`src/hw/rtl/sih_pkg.sv`:
```
package sih_pkg;

   localparam int ENTRIES = 256;
   localparam int IDX_W = $clog2(ENTRIES);
   localparam int CNT_W = $clog2(ENTRIES + 1);
   localparam int HASH_W = 64;
   localparam int HANDLE_W = 8;

   localparam logic [HASH_W-1:0] FNV_BASIS = 64'hcbf29ce484222325;
   localparam logic [HASH_W-1:0] FNV_PRIME_LOW = 64'h00000000000001b3;
   localparam int FNV_PRIME_SHIFT = 40;

   typedef struct packed {
      logic [7:0] data_byte;
      logic       byte_present;
      logic       last;
   } req_type;

   typedef struct packed {
      logic [HANDLE_W-1:0] handle;
      logic                found;
      logic                table_full;
   } rsp_type;

   typedef struct packed {
      logic              wr_en;
      logic [IDX_W-1:0]  wr_addr;
      logic [HASH_W-1:0] wr_data;
      logic              rd_en;
      logic [IDX_W-1:0]  rd_addr;
   } ram_cmd_type;

   // The prime is 2^40 + 0x1b3, so the product is a shift plus a narrow multiply.
   function automatic logic [HASH_W-1:0] fnv_step(input logic [HASH_W-1:0] h,
                                                   input logic [7:0] b);
      logic [HASH_W-1:0] x;
      x = h ^ {{(HASH_W-8){1'b0}}, b};
      return (x << FNV_PRIME_SHIFT) + (x * FNV_PRIME_LOW);
   endfunction

   function automatic logic [HANDLE_W-1:0] to_handle(input logic [CNT_W-1:0] idx);
      return HANDLE_W'(idx);
   endfunction

endpackage

```
`src/hw/rtl/sih_hash.sv`:
```
module sih_hash (
   input  logic                          clock,
   input  logic                          reset,
   input  logic                          fold_en,
   input  sih_pkg::req_type              item,
   output logic [sih_pkg::HASH_W-1:0]    hash_fold
);
   import sih_pkg::*;

   logic [HASH_W-1:0] running_hash_ff;

   assign hash_fold = item.byte_present ? fnv_step(running_hash_ff, item.data_byte)
                                        : running_hash_ff;

   always_ff @(posedge clock) begin
      if (reset) begin
         running_hash_ff <= FNV_BASIS;
      end else if (fold_en) begin
         running_hash_ff <= item.last ? FNV_BASIS : hash_fold;
      end
   end

endmodule

```
`config.mk`:
```
export PLATFORM = sky130hd
export DESIGN_NAME = sih_hash
export DESIGN_NICKNAME = d
export VERILOG_FILES = /design/src/hw/rtl/sih_pkg.sv /design/src/hw/rtl/sih_hash.sv
export SDC_FILE = /design/constraint.sdc
export NUM_CORES = 1
export LEC_CHECK = 0
export ABC_AREA = 1
export BUFFER_PORTS_ARGS = -buffer_cell sky130_fd_sc_hd__buf_2
export CAP_MARGIN = 10
export CORE_MARGIN = 8
export CORE_UTILIZATION = 25
export DETAILED_ROUTE_END_ITERATION = 7
export GPL_TIMING_DRIVEN = 0
export MAX_ROUTING_LAYER = met4
export PLACE_DENSITY = 0.45
export SYNTH_ARGS = -nofsm -noshare
export SYNTH_HDL_FRONTEND = slang
export SYNTH_SLANG_ARGS = --single-unit
```
`constraint.sdc`:
```
create_clock -name clock -period 6.95 [get_ports clock]
set_input_delay 0.3475 -clock clock [delete_from_list [all_inputs] [get_ports clock]]
set_output_delay 0.3475 -clock clock [all_outputs]
set_load 0.02 [all_outputs]
```
* Word level (Yosys, flattened, before mapping) *
Index checks and enable logic that the tools add are counted.

operators by class
  div/mod/pow operators = 0
  order comparisons = 0
  bitwise operators = 1
  muxes and demuxes = 2
  shifts and indexed selects = 0
  reduce and logical (&&, ||, !) cells = 0
  eq/ne operators = 0
  multipliers = 1
  add/subtract/negate cells = 1

operators with widths
  operator               number
  $mux 64                2
  $add 64x64->64         1
  $mul 64x9->64 const B  1
  $xor 64x8->64          1

storage, ports and cells
  bits in read-only memories = 0
  memories kept = 0
  word-level logic and storage cells = 6
  output and inout bits = 64
  register bits after elaboration = 64
  memory bits (writable) = 0
  bits in latches = 0

* Logic depth before layout (Yosys ltp) *
  word-level depth = 5
  gate-level depth with buffers = 28
  gate-level depth less buffers = 27

* Worst setup path before layout *
OpenSTA, ideal clock, no wires.

  path kind = input-to-output
  from = in item[9] in the netlist's numbering
  to = out hash_fold[30] in the netlist's numbering
  cell stages on the path = 21
  slack = 2.076 ns
  required time = 6.602 ns
  data arrival time = 4.527 ns
  path through = xnor2_1 -> inv_1 -> ha_1 -> clkbuf_1 -> xor2_1 -> ha_1 -> o21bai_1 -> fa_1 -> inv_1 -> fa_1 -> inv_1 -> ha_1 -> ha_1 -> nand2_1 -> nor2_2 -> nand2_1 -> nor3_2 -> nand2_1 -> nand3_2 -> xor2_1 -> a21boi_0

on the way
  longest elaborated chain between the ends = 4

ends and longest elaborated chain
  item            RTL line        text
  from (decl)     sih_hash.sv:5   input sih_pkg::req_type item,
  $xor 64x8->64   sih_pkg.sv:37   x = h ^ {{(HASH_W-8){1'b0}}, b};
  $mul 64x9->64   sih_pkg.sv:38   return (x << FNV_PRIME_SHIFT) + (x * FNV_PRIME_LOW);
  $add 64x64->64  sih_pkg.sv:38
  $mux 64         sih_hash.sv:12  assign hash_fold = item.byte_present ? fnv_step(running_hash_ff, item.data_byte)
  to (decl)       sih_hash.sv:6   output logic [sih_pkg::HASH_W-1:0] hash_fold

No other way between the ends.

* Final worst setup path *
  from = reg running_hash_ff[0]
  to = out hash_fold[52] in the netlist's numbering

on the way
  longest elaborated chain between the ends = 4

ends and longest elaborated chain
  item                    RTL line        text
  from (decl)             sih_hash.sv:10  logic [HASH_W-1:0] running_hash_ff;
  from (signal assigned)  sih_hash.sv:19  running_hash_ff <= item.last ? FNV_BASIS : hash_fold;
  $xor 64x8->64 (*)       sih_pkg.sv:37
  $mul 64x9->64           sih_pkg.sv:38
  $add 64x64->64 (*)      sih_pkg.sv:38
  $mux 64 (*)             sih_hash.sv:12

Mark *: on every way between the ends. The rest lies on a longest branch, timed or not.

==> impl_metrics.env <==
export IMPL_status="complete, no violations"
export IMPL_grt_usage=0.173
export IMPL_vias_per_cell=4.33
export IMPL_drive_gt1_frac=0.0685
export IMPL_fin_crit_sh=0.942
export IMPL_fmax_mhz=153
export IMPL_synth_avg_cell_area_um2=6.70
export IMPL_fin_crit_ns=6.55
export IMPL_yosysSeqAreaShare=0.0745
export IMPL_gp_congestion=0.950
export IMPL_synth_warnings=0
export IMPL_critical_path_slowest_cell="xnor2_1"
export IMPL_largest_reg_flops=64
export IMPL_clkTransAtPathRegs_ns=0.06
export IMPL_grt_ovfl_total=0
export IMPL_rsz0062_at_grt="no"
export IMPL_post_cts_setup_buffers=0
export IMPL_synth_nets=2985
export IMPL_routed_wl_um=64700
export IMPL_num_vias=15300
export IMPL_seqCellArea_um2=1280
export IMPL_clock_skew_ns=0.0224
export IMPL_syn_area_um2=17200
export IMPL_antenna_left=0
export IMPL_grt_pass1_vias=15400
export IMPL_synthCells=2566
export IMPL_arrival_ns=6.20
export IMPL_clockRootBuffer="clkbuf_16"
export IMPL_tightest_slew_ns=1.12
export IMPL_drc=0
export IMPL_crit_path_max_fanout=4
export IMPL_cts_buffers=9
export IMPL_dieHeight_um=278
export IMPL_worstSetupPathType="flip-flop to primary output"
export IMPL_cts_sinks=64
export IMPL_die_x_um=278
export IMPL_worstSetupStartpointType="flip-flop"
export IMPL_synth_area_mux_share=0
export IMPL_ys_types=39
export IMPL_synth_xor_area_frac=0.0469
export IMPL_relSlewSlack=0.248
export IMPL_dpl_hpwl_um=58200
export IMPL_antenna_found_initial=1
export IMPL_ys_ff_latch=64
export IMPL_slew_violations=0
export IMPL_reg_largest_list="running_hash_ff: 64 flops"
export IMPL_htreeDepth=3
export IMPL_filler_cell_count=7755
export IMPL_multi_input_area_um2=13000
export IMPL_hold_viol=0
export IMPL_area_growth_syn_to_layout_pct=10.7
export IMPL_synth_top_family_by_area="adder cells"
export IMPL_initial_core_util=0.252
export IMPL_io_pins=77
export IMPL_crit_path_end_kind="primary output"
export IMPL_portBuffers=74
export IMPL_die_area_um2=77400
export IMPL_final_nets=3071
export IMPL_synth_fa_ha_area_frac=0.387
export IMPL_maxCapViolations=0
export IMPL_post_drt_wl_per_cell_um=18.3
export IMPL_grt_start_max_net_pins=13
export IMPL_setup_viol=0
export IMPL_crit_path_max_incr_delay_ns=0.79
export IMPL_drt_pass1_iter_count=5
export IMPL_worstPathRequired_ns=6.60
export IMPL_row_count=96
export IMPL_grt_pass1_wl_um=97100
export IMPL_drt_iter0_markers=924
export IMPL_tns_ns=0
export IMPL_min_path_type="primary input to flip-flop"
export IMPL_cts_tree="done"
export IMPL_core_area_um2=68300
export IMPL_clock_path_buffers=2
export IMPL_synth_simple_area_share=0.255
export IMPL_top_register="running_hash_ff"
export IMPL_synth_compound_area_share=0.0648
export IMPL_crit_chain="xnor2_1 > inv_1 > ha_1 > xor2_1 > ha_1 > or2_2 > fa_1 > fa_1 > ha_1 > ha_1 > nand2_1 > nor2_1 > nand3_1 > nand2_2 > nand2_1 > nand2_1 > nand3_1 > nand4_1 > nand3_1 > nand2_1 > buf_2"
export IMPL_clk_latency_ns=0.39
## layout make-up
type                            instances  share of cell area
Buffer                                 35             0.00723
Timing Repair Buffer                   75              0.0201
Clock inverter                          7             0.00631
Antenna cell                            1            0.000131
Clock buffer                            9              0.0118
Multi-Input combinational cell       1719               0.682
Sequential cell                        64              0.0673
Inverter                              748               0.148
Tap cell                              882              0.0580
## Yosys cell counts
master      n  area (µm²)
inv_2       8        30.0
o211ai_1    5        37.5
nand3_1   119         596
nand4_1    16         100
nor2_2     23         144
nor3_1      8        40.0
and3_1      2        12.5
dfxtp_1    64        1280
nand2_2    11        68.8
and3b_1     1        8.76
a21boi_0    1        7.51
buf_1       3        11.3
nand3_2    11         110
a21o_1      4        30.0
nor4_1      1        6.26
o21bai_1   19         143
o32ai_1     1        8.76
xor2_1     47         412
and2_1     24         150
nor2_1     83         312
ha_1      196        2450
inv_1     740        2780
o21ai_2     7        61.3
or2_2      17         106
nand2_1   695        2610
o21ai_1    12        60.1
a21oi_1   103         515
o21a_1      1        7.51
nor3_2      6        60.1
nand3b_1    4        30.0
fa_1      210        4200
o22ai_1    23         144
xnor2_1    45         394
nand2b_1    1        6.26
or2_1       1        6.26
clkbuf_1   27         101
buf_2       5        25.0
nor2_4      2        22.5
o21ai_0    20         100
## cells by family after synthesis
group	Yosys count
AND/OR/NAND/NOR	1025
XOR/XNOR	92
AO/OA/AOI/OAI	196
adder cells (fa/ha/maj)	406
buffers and inverters	783
flip-flops	64
## path summary, 6_finish.rpt
path | start | to | slack (ns) | depth (start not counted)
max reg2reg | running_hash_ff[0] | running_hash_ff[52] | 1.04 | 23
max | running_hash_ff[0] | hash_fold[52] | 0.40 | 21
min reg2reg | running_hash_ff[6] | running_hash_ff[6] | 0.51 | 2
min | fold_en | running_hash_ff[0] | 0.33 | 3
## per-stage QoR
stage	util	instance area, µm²	cells	hold WS (ns)	setup slack [ns]
2_1_floorplan	-	17200	2566	0.471	2.08
3_3_place_gp	0.273	18700	3522	0.498	0.421
3_5_place_dp	0.273	18700	3523	0.494	0.421
4_1_cts	0.278	19000	3539	0.322	0.106
5_1_grt	0.278	19000	3539	0.327	0.0752
6_report	0.278	19000	3540	0.329	0.401
## cell usage in the layout (no fill, tap or decap), types with 2 or more instances in the layout
cell type | Yosys | layout
clkbuf_1 | 27 | 27
nor2_2 | 23 | 23
nand4_1 | 16 | 16
o211ai_1 | 5 | 5
xor2_1 | 47 | 47
and2_1 | 24 | 24
nor3_2 | 6 | 6
o22ai_1 | 23 | 23
buf_1 | 3 | 3
clkbuf_16 | 0 | 9
o21ai_1 | 12 | 12
o21ai_2 | 7 | 7
o21bai_1 | 19 | 19
a21oi_1 | 103 | 103
nand3_1 | 119 | 119
dfxtp_1 | 64 | 64
nor2_1 | 83 | 83
fa_1 | 210 | 210
nand2_2 | 11 | 11
a21o_1 | 4 | 4
and3_1 | 2 | 2
ha_1 | 196 | 196
buf_2 | 5 | 79
nor3_1 | 8 | 8
nand3_2 | 11 | 11
nand3b_1 | 4 | 4
xnor2_1 | 45 | 44
inv_1 | 740 | 740
o21ai_0 | 20 | 20
nand2_1 | 695 | 695
or2_2 | 17 | 17
nor2_4 | 2 | 2
inv_2 | 8 | 8
clkinv_4 | 0 | 2
bufinv_16 | 0 | 3
## what timing repair did
item / CTS / global route
hold buffers: 0 / 0
endpoints found under the hold margin: 0 / 0
endpoints found under the setup margin: 0 / 18
gates resized for setup: 0 / 1
## critical path: cells and delay by family (launching register included)
kind	cells	cell delay, ns
and+or+nand+nor	11	1.93
DFF	1	0.33
xor gates and xnor gates	2	0.98
buffers and inverters	2	0.45
adders and majority gates	6	2.14
## layer usage
metal  vias up  wire, µm  track usage
li1       7757         -            -
met1      7209     29700        0.224
met2       317     29900        0.283
met3        62      2740       0.0150
met4         0      2400       0.0599
met5         -         0            -
Power is left out: the tool's default activity adds up to more than one toggle a clock period on the data nets, which glitch-free logic cannot reach.
